--- src/rtl/core/rtls_pkg.sv ---
`timescale 1ns / 1ps

package rtls_pkg;

  // Number of line sensors; black counts above this are clamped
  localparam logic [3:0] SensorCount = 4'd8;

  // Run modes
  localparam logic [2:0] ModeIdle     = 3'd0;
  localparam logic [2:0] ModeRunning  = 3'd1;
  localparam logic [2:0] ModeBraking  = 3'd2;
  localparam logic [2:0] ModeFinished = 3'd3;
  localparam logic [2:0] ModeFault    = 3'd4;

  // Motor drive actions
  localparam logic [1:0] DriveCoast   = 2'd0;
  localparam logic [1:0] DriveForward = 2'd1;
  localparam logic [1:0] DriveBrake   = 2'd2;

  // Indicator commands
  localparam logic [2:0] IndNone     = 3'd0;
  localparam logic [2:0] IndIdle     = 3'd1;
  localparam logic [2:0] IndStart    = 3'd2;
  localparam logic [2:0] IndFinished = 3'd3;
  localparam logic [2:0] IndFault    = 3'd4;

  // Configuration register indexes
  localparam logic [7:0] RegStartGuard   = 8'd0;
  localparam logic [7:0] RegMaxRun       = 8'd1;
  localparam logic [7:0] RegBrakeTime    = 8'd2;
  localparam logic [7:0] RegBlackMin     = 8'd3;
  localparam logic [7:0] RegBlackConfirm = 8'd4;
  localparam logic [7:0] RegControlPer   = 8'd5;
  localparam logic [7:0] RegSpeedPer     = 8'd6;
  localparam logic [7:0] RegBaseSpeed    = 8'd7;

  localparam logic [9:0]  MaxSpeed   = 10'd1000;
  localparam logic [23:0] RunTimeTop = 24'hFFFFFF;
  localparam logic [15:0] BlackTop   = 16'hFFFF;

  typedef struct packed {
    logic [15:0] start_guard_ms;
    logic [23:0] max_run_ms;
    logic [15:0] brake_time_ms;
    logic [3:0]  black_sensor_min;
    logic [15:0] black_confirm_ms;
    logic [7:0]  control_period_ms;
    logic [7:0]  speed_period_ms;
    logic [9:0]  base_speed_permille;
  } cfg_t;

  typedef struct packed {
    logic       button_pressed;
    logic       line_read_ok;
    logic [3:0] black_count;
  } in_word_t;

endpackage

--- src/rtl/core/rtls_if.sv ---
`timescale 1ns / 1ps

// Input tick channel
interface rtls_in_if;
  logic       valid;
  logic       ready;
  logic       button_pressed;
  logic       line_read_ok;
  logic [3:0] black_count;

  modport source (output valid, button_pressed, line_read_ok, black_count, input ready);
  modport sink (input valid, button_pressed, line_read_ok, black_count, output ready);
endinterface

// Result channel
interface rtls_out_if;
  logic       valid;
  logic       ready;
  logic [2:0] run_state;
  logic       motor_enabled;
  logic [1:0] motor_action;
  logic [9:0] drive_speed;
  logic       balance_reset;
  logic       balance_step;
  logic [2:0] indicator_cmd;

  modport source (output valid, run_state, motor_enabled, motor_action, drive_speed,
                  balance_reset, balance_step, indicator_cmd, input ready);
  modport sink (input valid, run_state, motor_enabled, motor_action, drive_speed,
                balance_reset, balance_step, indicator_cmd, output ready);
endinterface

// Configuration write channel
interface rtls_cfg_if;
  logic        valid;
  logic        ready;
  logic [7:0]  index;
  logic [23:0] data;

  modport source (output valid, index, data, input ready);
  modport sink (input valid, index, data, output ready);
endinterface

--- src/rtl/core/rtls_cfg_regs.sv ---
`timescale 1ns / 1ps

module rtls_cfg_regs (
  input  logic           clk_i,
  input  logic           rst_ni,
  rtls_cfg_if.sink       cfg_i,
  output rtls_pkg::cfg_t cfg_o
);

  rtls_pkg::cfg_t cfg_q;

  // Writes are always taken; unknown indexes are dropped
  assign cfg_i.ready = 1'b1;
  assign cfg_o       = cfg_q;

  always_ff @(posedge clk_i or negedge rst_ni) begin
    if (!rst_ni) begin
      cfg_q.start_guard_ms      <= 16'd500;
      cfg_q.max_run_ms          <= 24'd30000;
      cfg_q.brake_time_ms       <= 16'd300;
      cfg_q.black_sensor_min    <= 4'd3;
      cfg_q.black_confirm_ms    <= 16'd20;
      cfg_q.control_period_ms   <= 8'd5;
      cfg_q.speed_period_ms     <= 8'd10;
      cfg_q.base_speed_permille <= 10'd300;
    end else if (cfg_i.valid) begin
      case (cfg_i.index)
        rtls_pkg::RegStartGuard:   cfg_q.start_guard_ms      <= cfg_i.data[15:0];
        rtls_pkg::RegMaxRun:       cfg_q.max_run_ms          <= cfg_i.data[23:0];
        rtls_pkg::RegBrakeTime:    cfg_q.brake_time_ms       <= cfg_i.data[15:0];
        rtls_pkg::RegBlackMin:     cfg_q.black_sensor_min    <= cfg_i.data[3:0];
        rtls_pkg::RegBlackConfirm: cfg_q.black_confirm_ms    <= cfg_i.data[15:0];
        rtls_pkg::RegControlPer:   cfg_q.control_period_ms   <= cfg_i.data[7:0];
        rtls_pkg::RegSpeedPer:     cfg_q.speed_period_ms     <= cfg_i.data[7:0];
        rtls_pkg::RegBaseSpeed:    cfg_q.base_speed_permille <= cfg_i.data[9:0];
        default: ;
      endcase
    end
  end

endmodule

--- src/rtl/core/rtls_in_stage.sv ---
`timescale 1ns / 1ps

module rtls_in_stage (
  input  logic               clk_i,
  input  logic               rst_ni,
  rtls_in_if.sink            in_i,
  output logic               valid_o,
  output rtls_pkg::in_word_t word_o,
  input  logic               ready_i
);

  logic               valid_q, valid_d;
  rtls_pkg::in_word_t word_q;
  logic               take;

  // Stage is free when empty or when its word moves on this cycle
  assign in_i.ready = !valid_q || ready_i;
  assign take       = in_i.valid && in_i.ready;
  assign valid_d    = take ? 1'b1 : (valid_q && !ready_i);

  always_ff @(posedge clk_i or negedge rst_ni) begin
    if (!rst_ni) begin
      valid_q <= 1'b0;
    end else begin
      valid_q <= valid_d;
    end
  end

  always_ff @(posedge clk_i) begin
    if (take) begin
      word_q <= '{button_pressed: in_i.button_pressed,
                  line_read_ok:   in_i.line_read_ok,
                  black_count:    in_i.black_count};
    end
  end

  assign valid_o = valid_q;
  assign word_o  = word_q;

endmodule

--- src/rtl/core/rtls_seq.sv ---
`timescale 1ns / 1ps

module rtls_seq (
  input  logic               clk_i,
  input  logic               rst_ni,
  input  rtls_pkg::cfg_t     cfg_i,
  input  logic               valid_i,
  input  rtls_pkg::in_word_t word_i,
  output logic               ready_o,
  rtls_out_if.source         out_o
);

  // Sequencer state
  logic [2:0]  mode_q, mode_d;
  logic [23:0] run_time_q, run_time_d;
  logic [15:0] black_time_q, black_time_d;
  logic [15:0] brake_left_q, brake_left_d;
  logic [7:0]  line_div_q, line_div_d;
  logic [7:0]  speed_div_q, speed_div_d;
  logic [1:0]  drive_q, drive_d;
  logic [9:0]  fwd_speed_q, fwd_speed_d;

  // Result register
  logic        out_valid_q;
  logic [2:0]  ind_q, ind_d;
  logic        bal_reset_q, bal_reset_d;
  logic        bal_step_q, bal_step_d;

  logic        fire;
  logic [3:0]  count;
  logic [16:0] black_sum;

  assign ready_o = !out_valid_q || out_o.ready;
  assign fire    = valid_i && ready_o;

  assign count = (word_i.black_count > rtls_pkg::SensorCount) ? rtls_pkg::SensorCount
                                                              : word_i.black_count;

  // One tick: button, run or brake timer, line check, speed strobe
  always_comb begin
    mode_d       = mode_q;
    run_time_d   = run_time_q;
    black_time_d = black_time_q;
    brake_left_d = brake_left_q;
    drive_d      = drive_q;
    fwd_speed_d  = fwd_speed_q;
    ind_d        = rtls_pkg::IndNone;
    bal_reset_d  = 1'b0;
    bal_step_d   = 1'b0;
    black_sum    = '0;
    line_div_d   = line_div_q + 8'd1;
    speed_div_d  = speed_div_q + 8'd1;

    // Button: stop an active run, otherwise start one
    if (word_i.button_pressed) begin
      if (mode_q == rtls_pkg::ModeRunning || mode_q == rtls_pkg::ModeBraking) begin
        drive_d = rtls_pkg::DriveCoast;
        mode_d  = rtls_pkg::ModeIdle;
        ind_d   = rtls_pkg::IndIdle;
      end else begin
        run_time_d   = '0;
        black_time_d = '0;
        bal_reset_d  = 1'b1;
        drive_d      = rtls_pkg::DriveForward;
        fwd_speed_d  = (cfg_i.base_speed_permille > rtls_pkg::MaxSpeed) ?
                       rtls_pkg::MaxSpeed : cfg_i.base_speed_permille;
        ind_d        = rtls_pkg::IndStart;
        mode_d       = rtls_pkg::ModeRunning;
      end
    end

    // Run timeout or brake countdown
    if (mode_d == rtls_pkg::ModeRunning) begin
      if (run_time_d != rtls_pkg::RunTimeTop) begin
        run_time_d = run_time_d + 24'd1;
      end
      if (run_time_d >= cfg_i.max_run_ms) begin
        drive_d = rtls_pkg::DriveCoast;
        mode_d  = rtls_pkg::ModeFault;
        ind_d   = rtls_pkg::IndFault;
      end
    end else if (mode_d == rtls_pkg::ModeBraking) begin
      if (brake_left_d != 16'd0) begin
        brake_left_d = brake_left_d - 16'd1;
      end
      if (brake_left_d == 16'd0) begin
        drive_d = rtls_pkg::DriveCoast;
        mode_d  = rtls_pkg::ModeFinished;
      end
    end

    // Line check once per control period
    if (line_div_d >= cfg_i.control_period_ms) begin
      line_div_d = '0;
      if (!word_i.line_read_ok) begin
        if (mode_d == rtls_pkg::ModeRunning) begin
          drive_d = rtls_pkg::DriveCoast;
          mode_d  = rtls_pkg::ModeFault;
          ind_d   = rtls_pkg::IndFault;
        end
      end else if (mode_d != rtls_pkg::ModeRunning ||
                   run_time_d < {8'd0, cfg_i.start_guard_ms}) begin
        black_time_d = '0;
      end else if (count >= cfg_i.black_sensor_min) begin
        // Confirm timer saturates at its top
        black_sum    = {1'b0, black_time_d} + {9'd0, cfg_i.control_period_ms};
        black_time_d = black_sum[16] ? rtls_pkg::BlackTop : black_sum[15:0];
        if (black_time_d >= cfg_i.black_confirm_ms) begin
          drive_d      = rtls_pkg::DriveBrake;
          brake_left_d = cfg_i.brake_time_ms;
          mode_d       = rtls_pkg::ModeBraking;
          ind_d        = rtls_pkg::IndFinished;
        end
      end else begin
        black_time_d = '0;
      end
    end

    // Balancer step strobe
    if (speed_div_d >= cfg_i.speed_period_ms) begin
      speed_div_d = '0;
      bal_step_d  = (mode_d == rtls_pkg::ModeRunning);
    end
  end

  always_ff @(posedge clk_i or negedge rst_ni) begin
    if (!rst_ni) begin
      mode_q       <= rtls_pkg::ModeIdle;
      run_time_q   <= '0;
      black_time_q <= '0;
      brake_left_q <= '0;
      line_div_q   <= '0;
      speed_div_q  <= '0;
      drive_q      <= rtls_pkg::DriveCoast;
      fwd_speed_q  <= '0;
      out_valid_q  <= 1'b0;
      ind_q        <= rtls_pkg::IndNone;
      bal_reset_q  <= 1'b0;
      bal_step_q   <= 1'b0;
    end else begin
      if (fire) begin
        mode_q       <= mode_d;
        run_time_q   <= run_time_d;
        black_time_q <= black_time_d;
        brake_left_q <= brake_left_d;
        line_div_q   <= line_div_d;
        speed_div_q  <= speed_div_d;
        drive_q      <= drive_d;
        fwd_speed_q  <= fwd_speed_d;
        ind_q        <= ind_d;
        bal_reset_q  <= bal_reset_d;
        bal_step_q   <= bal_step_d;
        out_valid_q  <= 1'b1;
      end else if (out_o.ready) begin
        out_valid_q <= 1'b0;
      end
    end
  end

  // Result word is the state after the tick plus its strobes
  assign out_o.valid         = out_valid_q;
  assign out_o.run_state     = mode_q;
  assign out_o.motor_enabled = (drive_q != rtls_pkg::DriveCoast);
  assign out_o.motor_action  = drive_q;
  assign out_o.drive_speed   = (drive_q == rtls_pkg::DriveForward) ? fwd_speed_q : 10'd0;
  assign out_o.balance_reset = bal_reset_q;
  assign out_o.balance_step  = bal_step_q;
  assign out_o.indicator_cmd = ind_q;

endmodule

--- src/rtl/core/run_to_line_sequencer_top.sv ---
`timescale 1ns / 1ps

// Channel  Dir  Handshake     Word
// in_i     in   valid/ready   button_pressed, line_read_ok, black_count
// out_o    out  valid/ready   run_state, motor_enabled, motor_action, drive_speed,
//                             balance_reset, balance_step, indicator_cmd
// cfg_i    in   valid/ready   index (8 bits), data (24 bits); ready always high
//
// Input accept to result valid: input register, then the sequencer logic into the
// result register. One tick per cycle is sustained unless the output stalls.
// The result register updates the sequencer state in the same cycle, so a stalled
// output holds both the result and the state; the input register keeps one more tick.
// Reset clears the mode, timers, dividers and drive; registers come up at defaults.

module run_to_line_sequencer_top (
  input  logic        clk_i,
  input  logic        rst_ni,
  rtls_in_if.sink     in_i,
  rtls_out_if.source  out_o,
  rtls_cfg_if.sink    cfg_i
);

  rtls_pkg::cfg_t     cfg;
  rtls_pkg::in_word_t word;
  logic               word_valid;
  logic               word_ready;

  // Configuration registers
  rtls_cfg_regs u_cfg_regs (
    .clk_i  (clk_i),
    .rst_ni (rst_ni),
    .cfg_i  (cfg_i),
    .cfg_o  (cfg)
  );

  // Input tick register
  rtls_in_stage u_in_stage (
    .clk_i   (clk_i),
    .rst_ni  (rst_ni),
    .in_i    (in_i),
    .valid_o (word_valid),
    .word_o  (word),
    .ready_i (word_ready)
  );

  // Mode logic and result register
  rtls_seq u_seq (
    .clk_i   (clk_i),
    .rst_ni  (rst_ni),
    .cfg_i   (cfg),
    .valid_i (word_valid),
    .word_i  (word),
    .ready_o (word_ready),
    .out_o   (out_o)
  );

endmodule

--- src/flat_wrapper.sv ---
// flat-port wrapper written by rule: the top's interface ports become plain ports
module run_to_line_sequencer_top_flat 
  (clk_i, rst_ni, in_i_valid, in_i_button_pressed, in_i_line_read_ok, in_i_black_count, in_i_ready, out_o_valid, out_o_run_state, out_o_motor_enabled, out_o_motor_action, out_o_drive_speed, out_o_balance_reset, out_o_balance_step, out_o_indicator_cmd, out_o_ready, cfg_i_valid, cfg_i_index, cfg_i_data, cfg_i_ready);
  rtls_in_if in_i_i ();
  rtls_out_if out_o_i ();
  rtls_cfg_if cfg_i_i ();
  input  logic clk_i;
  input  logic rst_ni;
  input wire logic [$bits(in_i_i.valid)-1:0] in_i_valid;
  input wire logic [$bits(in_i_i.button_pressed)-1:0] in_i_button_pressed;
  input wire logic [$bits(in_i_i.line_read_ok)-1:0] in_i_line_read_ok;
  input wire logic [$bits(in_i_i.black_count)-1:0] in_i_black_count;
  output wire logic [$bits(in_i_i.ready)-1:0] in_i_ready;
  output wire logic [$bits(out_o_i.valid)-1:0] out_o_valid;
  output wire logic [$bits(out_o_i.run_state)-1:0] out_o_run_state;
  output wire logic [$bits(out_o_i.motor_enabled)-1:0] out_o_motor_enabled;
  output wire logic [$bits(out_o_i.motor_action)-1:0] out_o_motor_action;
  output wire logic [$bits(out_o_i.drive_speed)-1:0] out_o_drive_speed;
  output wire logic [$bits(out_o_i.balance_reset)-1:0] out_o_balance_reset;
  output wire logic [$bits(out_o_i.balance_step)-1:0] out_o_balance_step;
  output wire logic [$bits(out_o_i.indicator_cmd)-1:0] out_o_indicator_cmd;
  input wire logic [$bits(out_o_i.ready)-1:0] out_o_ready;
  input wire logic [$bits(cfg_i_i.valid)-1:0] cfg_i_valid;
  input wire logic [$bits(cfg_i_i.index)-1:0] cfg_i_index;
  input wire logic [$bits(cfg_i_i.data)-1:0] cfg_i_data;
  output wire logic [$bits(cfg_i_i.ready)-1:0] cfg_i_ready;
  assign in_i_i.valid = in_i_valid;
  assign in_i_i.button_pressed = in_i_button_pressed;
  assign in_i_i.line_read_ok = in_i_line_read_ok;
  assign in_i_i.black_count = in_i_black_count;
  assign in_i_ready = in_i_i.ready;
  assign out_o_valid = out_o_i.valid;
  assign out_o_run_state = out_o_i.run_state;
  assign out_o_motor_enabled = out_o_i.motor_enabled;
  assign out_o_motor_action = out_o_i.motor_action;
  assign out_o_drive_speed = out_o_i.drive_speed;
  assign out_o_balance_reset = out_o_i.balance_reset;
  assign out_o_balance_step = out_o_i.balance_step;
  assign out_o_indicator_cmd = out_o_i.indicator_cmd;
  assign out_o_i.ready = out_o_ready;
  assign cfg_i_i.valid = cfg_i_valid;
  assign cfg_i_i.index = cfg_i_index;
  assign cfg_i_i.data = cfg_i_data;
  assign cfg_i_ready = cfg_i_i.ready;
  run_to_line_sequencer_top u_core (.clk_i(clk_i), .rst_ni(rst_ni), .in_i(in_i_i), .out_o(out_o_i), .cfg_i(cfg_i_i));
endmodule
--- config.mk ---
export PLATFORM = sky130hd
export DESIGN_NAME = run_to_line_sequencer_top_flat
export DESIGN_NICKNAME = d
export VERILOG_FILES = /design/src/rtl/core/rtls_pkg.sv /design/src/rtl/core/rtls_if.sv /design/src/rtl/core/rtls_cfg_regs.sv /design/src/rtl/core/rtls_in_stage.sv /design/src/rtl/core/rtls_seq.sv /design/src/rtl/core/run_to_line_sequencer_top.sv /design/src/flat_wrapper.sv
export SDC_FILE = /design/constraint.sdc
export NUM_CORES = 1
export LEC_CHECK = 0
export ABC_CLOCK_PERIOD_IN_PS = 5800
export BUFFER_PORTS_ARGS = -buffer_cell sky130_fd_sc_hd__buf_2
export CORE_UTILIZATION = 50
export CTS_CLUSTER_DIAMETER = 150
export DETAILED_ROUTE_END_ITERATION = 8
export MAX_ROUTING_LAYER = met4
export PLACE_DENSITY = 0.7
export SLEW_MARGIN = 20
export SYNTH_ARGS = -nofsm -noshare
export SYNTH_HDL_FRONTEND = slang
export SYNTH_SLANG_ARGS = --single-unit
--- constraint.sdc ---
create_clock -name clk_i -period 5.8 [get_ports clk_i]
set_input_delay 0.87 -clock clk_i [delete_from_list [all_inputs] [get_ports clk_i]]
set_output_delay 0.87 -clock clk_i [all_outputs]
set_load 0.05 [all_outputs]
==> impl_metrics.tcl, run 1 <==
set metrics [dict create \
    yosys_warnings 0 \
    seq_area_um2 5120 \
    initial_core_util_pct 50.9 \
    vias_per_cell 5.74 \
    clkPwrFrac_pct 36.7 \
    worst_r2r_startpoint "u_core.u_seq.out_o.run_state[1]$_DFFE_PN0P_" \
    tritoncts "yes" \
    reg2reg_slack_ps 330 \
    layout.nets 1521 \
    p_switching_w 0.00133 \
    ys_seq_area_share_pct 41.5 \
    core_area_um2 24200 \
    hold_path_class "in2async" \
    drc 0 \
    synth_edf_count 6 \
    drv_slew 0 \
    clockBufferDepth 3 \
    cts_root_buf "clkbuf_16" \
    yosys-top-cells-area "dfrtp_1 (34%), ha_1 (8.8%), dfstp_2 (6.2%)" \
    routed_wl_mm 31.8 \
    drtAntennaViolNets 0 \
    synth_top_area_share_pct 33.9 \
    cts_buffers 24 \
    synth_common_cells "nand2_1 (192), dfrtp_1 (167), o21ai_0 (113)" \
    hold_viol 0 \
    row_count 57 \
    cts_sinks 202 \
    grt_start_max_net_pins 105 \
    synth.avg_cell_area_um2 9.23 \
    yosys.area.top_type "dfrtp_1" \
    grtUsageTotal_pct 26.3 \
    setup_ws_ps 328 \
    fillers 2208 \
    dieHeight_um 159 \
    post-place-ws_ps 141 \
    seqPwrFrac_pct 40.0 \
    cp.arrival_ps 5890 \
    synth_fp_nets 1467 \
    num_io_pins 67 \
    clk_pin_slew_ps 60 \
    grt_overflow 0 \
    total_power_w 0.00408 \
    cp_slowest_cell "dfrtp_2" \
    endpoint_kind "flop" \
    clkLatencyLatePin_ps 530 \
    antenna_found_initial 1 \
    netlist_area_um2 12300 \
    finalSetupViolCount 0 \
    crit_start "u_core.u_seq.out_o.run_state[1]$_DFFE_PN0P_" \
    worst-setup-path-type "reg2reg" \
    status "finished, final reports clean" \
    power_leakage_nw 6.57 \
    die_w_um 159 \
    worstReg2RegEnd "u_core.u_seq.brake_left_q[7]$_DFFE_PN0P_" \
    power_density_nw_per_um2 295 \
    diodes 0 \
    grt_pass1_wl_mm 51.6 \
    worst_pin_slew_ps 899 \
    worstPathMaxFanout 13 \
    fin_skew_ps 22.3 \
    drive_gt1_share_pct 18.3 \
    h-tree-depth 1 \
    dp_hpwl_mm 22.8 \
    synth_cell_types 75 \
    hold_slack_ps 417 \
    crit_top_cell "o21ai_0" \
    start_kind "flop" \
    cp_cell_sequence "xnor2_4, o21ai_4, and2_1, ha_1, inv_1, fa_1, nor2b_1, o21ai_0, a21boi_0, o21ai_0, a211oi_2, buf_4, and3_1, nor2_1, ha_1, nor2b_1, o21ai_0, a21oi_1, o211ai_1, a31oi_1, nor4_2, o21ai_4, buf_4, o221a_2" \
    die-area_um2 25300 \
    ys.flop_type "dfrtp_1" \
    multi_input_area_um2 6620 \
    io_buffers 65 \
    irDropWorstVdd_v 0.000232 \
    drt_iter0_markers 828 \
    r2r_cells 24 \
    area_growth_pct 12.1 \
    grt_pass1_vias 9694 \
    wl_per_cell_um 18.4 \
    synthCells 1336 \
    drv_cap 0 \
    cts_hold_buf 0 \
    dr.pass1.iters 5 \
    internal_power_w 0.00274 \
    max_slew_margin_pct 39.2 \
    synth.most_common_cell "nand2_1" \
    swShare_pct 32.7 \
    ys_ff_latch 202 \
    required_ps 6220 \
    fmax_mhz 183 \
    finalWeightedCongestion 0.938 \
    via_count 9938 \
    rsz0062_at_grt "false" \
    setup_tns_ps 0 \
    comb_power_share_pct 23.3 \
    fin_crit_ps 5470 \
    ys_async_sr_fraction_pct 97.0 \
    slowest_delay_ps 490 \
    final.period_utilization_pct 94.3 \
]
-- worst max path at each step --
| stage | to | slack (ps) | cells past startpoint |
|---|---|---|---|
| final | u_core.u_seq.brake_left_q[7]$_DFFE_PN0P_ | 330 | 24 |
| after global routing | u_core.u_seq.brake_left_q[7]$_DFFE_PN0P_ | 5 | 23 |
| after detailed placement | u_core.u_seq.brake_left_q[0]$_DFFE_PN0P_ | 140 | 23 |
| after CTS | u_core.u_seq.brake_left_q[0]$_DFFE_PN0P_ | 120 | 23 |
| after floorplan | u_core.u_seq.brake_left_q[12]$_DFFE_PN0P_ | 9 | 29 |
| after global placement | u_core.u_seq.brake_left_q[0]$_DFFE_PN0P_ | 340 | 23 |
-- metal layers --
metal	global-route usage (%)	wire length [µm]	vias to the layer above
met3	3.39	1570	70
li1	-	-	4800
met2	40.8	14700	262
met1	34.9	14300	4806
met4	10.8	1260	0
met5	-	0	-
-- per-stage QoR --
stage               cell area [µm²]  cells  util [%]
global route                  13800   1732      57.0
CTS                           13800   1730      56.9
detailed placement            13000   1686      53.6
floorplan                     12300   1336         -
global placement              13000   1686      53.6
finish                        13800   1732      57.0
-- worst max-delay path: cells and delay by family, from the launching register on --
family	cells	cell delay [ps]
AO/OA/AOI/OAI	11	2300
XOR/XNOR	1	170
AND/OR/NAND/NOR	6	1130
buffers and inverters	3	430
flip-flops	1	490
adder cells (fa/ha/maj)	3	820
-- what timing repair did --
action	CTS	global route
setup endpoints to repair	0	23
buffers inserted	0	2
resized for setup	0	5
-- power groups by stage --
| stage | combinational, W | sequential [W] | clock, W |
|---|---|---|---|
| after floorplan | 0.000584 | 0.00170 | 0 |
| after global placement | 0.000933 | 0.00165 | 0 |
| after detailed placement | 0.000947 | 0.00165 | 0 |
| after CTS | 0.000951 | 0.00163 | 0.00152 |
| after global routing | 0.00105 | 0.00164 | 0.00158 |
| final | 0.000950 | 0.00163 | 0.00150 |
-- area by class of cell --
class	count	area share, %
clock buffer	40	5.28
clock inverter	4	0.425
inverter	93	2.52
multi-input combinational	976	47.9
sequential	202	37.0
tap	324	2.93
timing repair buffer	93	3.94
-- registers in the layout, indices dropped and copies added, names as in the netlist --
signal	cells
u_core.u_cfg_regs.cfg_o	102
u_core.u_seq.run_time_q	24
u_core.u_seq.black_time_q	16
u_core.u_seq.brake_left_q	16
u_core.u_seq.fwd_speed_q	10
u_core.u_seq.line_div_q	8
u_core.u_seq.speed_div_q	8
u_core.u_in_stage.word_o	6
u_core.u_seq.out_o.indicator_cmd	3
u_core.u_seq.out_o.run_state	3
u_core.u_seq.out_o.motor_action	2
u_core.u_in_stage.valid_o	1
u_core.u_seq.out_o.balance_reset	1
u_core.u_seq.out_o.balance_step	1
u_core.u_seq.out_o.valid	1
-- cells by family (layout without fill, tap and decap cells) --
family | count (synthesis) | after routing | share of synthesized area (%)
AND/OR/NAND/NOR | 470 | 470 | 18.4
AO/OA/AOI/OAI | 281 | 281 | 14.5
flip-flops | 202 | 202 | 41.5
buffers and inverters | 158 | 230 | 5.29
adder cells (fa/ha/maj) | 88 | 88 | 8.99
multiplexers | 73 | 73 | 6.60
XOR/XNOR | 63 | 63 | 4.63
other | 1 | 1 | 0.0304
-- cells in the final DEF (no fill, tap or decap), drive strengths merged, types with 6 or more instances in the layout --
| cell type | n |
|---|---|
| nor4 | 14 |
| and3 | 12 |
| mux2i | 6 |
| xnor2 | 33 |
| a22o | 18 |
| a21oi | 45 |
| nor3 | 21 |
| buf | 92 |
| o21ai | 115 |
| clkbuf | 41 |
| or4 | 7 |
| or3 | 13 |
| o31ai | 9 |
| ha | 87 |
| edfxtp | 6 |
| nand2b | 12 |
| o21a | 7 |
| dfrtp | 167 |
| dfstp | 29 |
| o211ai | 6 |
| nand3 | 39 |
| a31oi | 13 |
| mux2 | 67 |
| xor2 | 30 |
| a21o | 17 |
| o221a | 7 |
| nor2 | 77 |
| nor3b | 6 |
| nand4 | 20 |
| and2 | 24 |
| nor2b | 14 |
| inv | 93 |
| nand2 | 192 |
Power figures use the tool's default switching activity.
==> inputs of run 2 (changes only) <==
--- a/config.mk
+++ b/config.mk
@@ -5,6 +5,7 @@
 export SDC_FILE = /design/constraint.sdc
 export NUM_CORES = 1
 export LEC_CHECK = 0
+export ABC_AREA = 1
 export ABC_CLOCK_PERIOD_IN_PS = 5800
 export BUFFER_PORTS_ARGS = -buffer_cell sky130_fd_sc_hd__buf_2
 export CORE_UTILIZATION = 50
==> impl_metrics.tcl, run 2 <==
set metrics [dict create \
    largest_reg_flops 102 \
    synth_fp_nets 1893 \
    slowest_delay_ps 390 \
    cts_resized 0 \
    r2r_cells 29 \
    yosys-top-cells-area "dfrtp_1 (32%), nand2_1 (12%), ha_1 (8.4%)" \
    die-area_um2 26600 \
    finalSetupViolCount 0 \
    dieHeight_um 163 \
    setup_ws_ps 431 \
    yosys.area.top_type "dfrtp_1" \
    hold_viol 0 \
    synth.most_common_cell "nand2_1" \
    cp_slowest_cell "dfrtp_1" \
    drv_cap 0 \
    seq_area_um2 5120 \
    final.period_utilization_pct 92.6 \
    finalWeightedCongestion 0.954 \
    crit_top_cell "nand2_1" \
    synth_cell_types 55 \
    layout.nets 1937 \
    synthCells 1762 \
    reg2reg_slack_ps 430 \
    cts_setup_buffers 0 \
    core_area_um2 25300 \
    hold_slack_ps 326 \
    netlist_area_um2 13000 \
    fmax_mhz 186 \
    cts_root_buf "clkbuf_16" \
    drv_slew 0 \
    required_ps 6200 \
    routed_wl_mm 34.0 \
    clkLatencyLatePin_ps 540 \
    crit_buf_inv 4 \
    h-tree-depth 1 \
    area_growth_pct 11.0 \
    hold_path_class "in2async" \
    crit_start "u_core.u_seq.out_o.run_state[1]$_DFFE_PN0P_" \
    irDropWorstVdd_v 0.000328 \
    ys_ff_latch 202 \
    start_kind "flop" \
    drt_iter0_markers 881 \
    antenna_found_initial 0 \
    cp.arrival_ps 5770 \
    power_density_nw_per_um2 396 \
    grtUsageTotal_pct 27.3 \
    fillers 2453 \
    clockBufferDepth 3 \
    post-place-ws_ps 207 \
    synth_top_area_share_pct 32.2 \
    final_common_cell "nand2_1" \
    layout_common_cells "nand2_1 (429), inv_1 (270), o21ai_0 (181)" \
    grt_overflow 0 \
    diodes 0 \
    setup_tns_ps 0 \
    max_slew_margin_pct 35.6 \
    critPathTopFamily "simple AND/OR/NAND/NOR gates" \
    grt_pass1_wl_mm 56.0 \
    ys_async_sr_fraction_pct 97.0 \
    num_io_pins 67 \
    tritoncts "yes" \
    worst_r2r_startpoint "u_core.u_seq.out_o.run_state[1]$_DFFE_PN0P_" \
    endpoint_kind "flop" \
    die_w_um 163 \
    ys_seq_area_share_pct 39.5 \
    cts_buffers 24 \
    clk_pin_slew_ps 60 \
    grt_start_max_net_pins 131 \
    yosys_warnings 0 \
    fin_skew_ps 25.0 \
    worst-setup-path-type "reg2reg" \
    fin_crit_ps 5370 \
    drtAntennaViolNets 0 \
    grt_pass1_vias 10700 \
    io_buffers 65 \
    synth_common_cells "nand2_1 (431), inv_1 (271), o21ai_0 (181)" \
    dr.pass1.iters 5 \
    dp_hpwl_mm 24.5 \
    row_count 58 \
    multi_input_area_um2 6560 \
    power_leakage_nw 7.12 \
    wl_per_cell_um 15.8 \
    drive_gt1_share_pct 11.0 \
    synth.avg_cell_area_um2 7.36 \
    cts_hold_buf 0 \
    ys.flop_type "dfrtp_1" \
    worst_pin_slew_ps 963 \
    cts_sinks 202 \
    initial_core_util_pct 51.2 \
    vias_per_cell 5.33 \
    synth_edf_count 6 \
    via_count 11500 \
    utilization_pct 56.9 \
    worstPathMaxFanout 29 \
    worstReg2RegEnd "u_core.u_seq.out_o.motor_action[1]$_DFFE_PN0P_" \
    status "finished, final reports clean" \
    rsz0062_at_grt "false" \
    drc 0 \
]
[run 2: logic make-up (layout without fill, tap and decap cells)]
family	count (synthesis)	count (layout)	share of synthesized area [%]
AO/OA/AOI/OAI	305	305	12.4
other	1	1	0.0289
flip-flops	202	202	39.5
adder cells (fa/ha/maj)	88	88	8.54
buffers and inverters	338	399	10.3
AND/OR/NAND/NOR	787	787	26.5
XOR/XNOR	41	41	2.77
[run 2: layout make-up]
class,instances,area share [%]
inverters,277,7.23
clock inverters,13,0.956
clock buffers,30,4.68
repair buffers,79,3.14
multi-input cells,1222,45.6
flip-flops and latches,202,35.6
well taps,330,2.87
[run 2: power by group]
group          internal, W  total [W]  switching, W  leakage [nW]
registers          0.00163    0.00181      0.000182          2.56
logic             0.000719    0.00236       0.00164          4.18
clock network     0.000881    0.00153      0.000651         0.384
[run 2: worst max path at each step]
stage | endpoint | slack [ps] | cells past startpoint
after floorplan | u_core.u_seq.brake_left_q[10]$_DFFE_PN0P_ | 300 | 36
after global placement | u_core.u_seq.out_o.motor_action[0]$_DFFE_PN0P_ | 350 | 31
after detailed placement | u_core.u_seq.brake_left_q[4]$_DFFE_PN0P_ | 210 | 32
after CTS | u_core.u_seq.brake_left_q[4]$_DFFE_PN0P_ | 170 | 32
after global routing | u_core.u_seq.brake_left_q[14]$_DFFE_PN0P_ | 30 | 29
final | u_core.u_seq.out_o.motor_action[1]$_DFFE_PN0P_ | 430 | 29
[run 2: through the flow]
step	power, W	area [µm²]	instances
2_1_floorplan	0.00354	13000	1762
3_3_place_gp	0.00411	13600	2110
3_5_place_dp	0.00416	13600	2110
4_1_cts	0.00571	14400	2153
5_1_grt	0.00612	14400	2153
6_report	0.00570	14400	2153
[run 2: layer usage]
layer	track usage, %	up-vias	share of wire, %
met5	-	-	0
met4	5.73	0	1.9
met3	3.07	47	5.7
met2	41.0	308	43
met1	39.8	5366	49
li1	-	5764	-
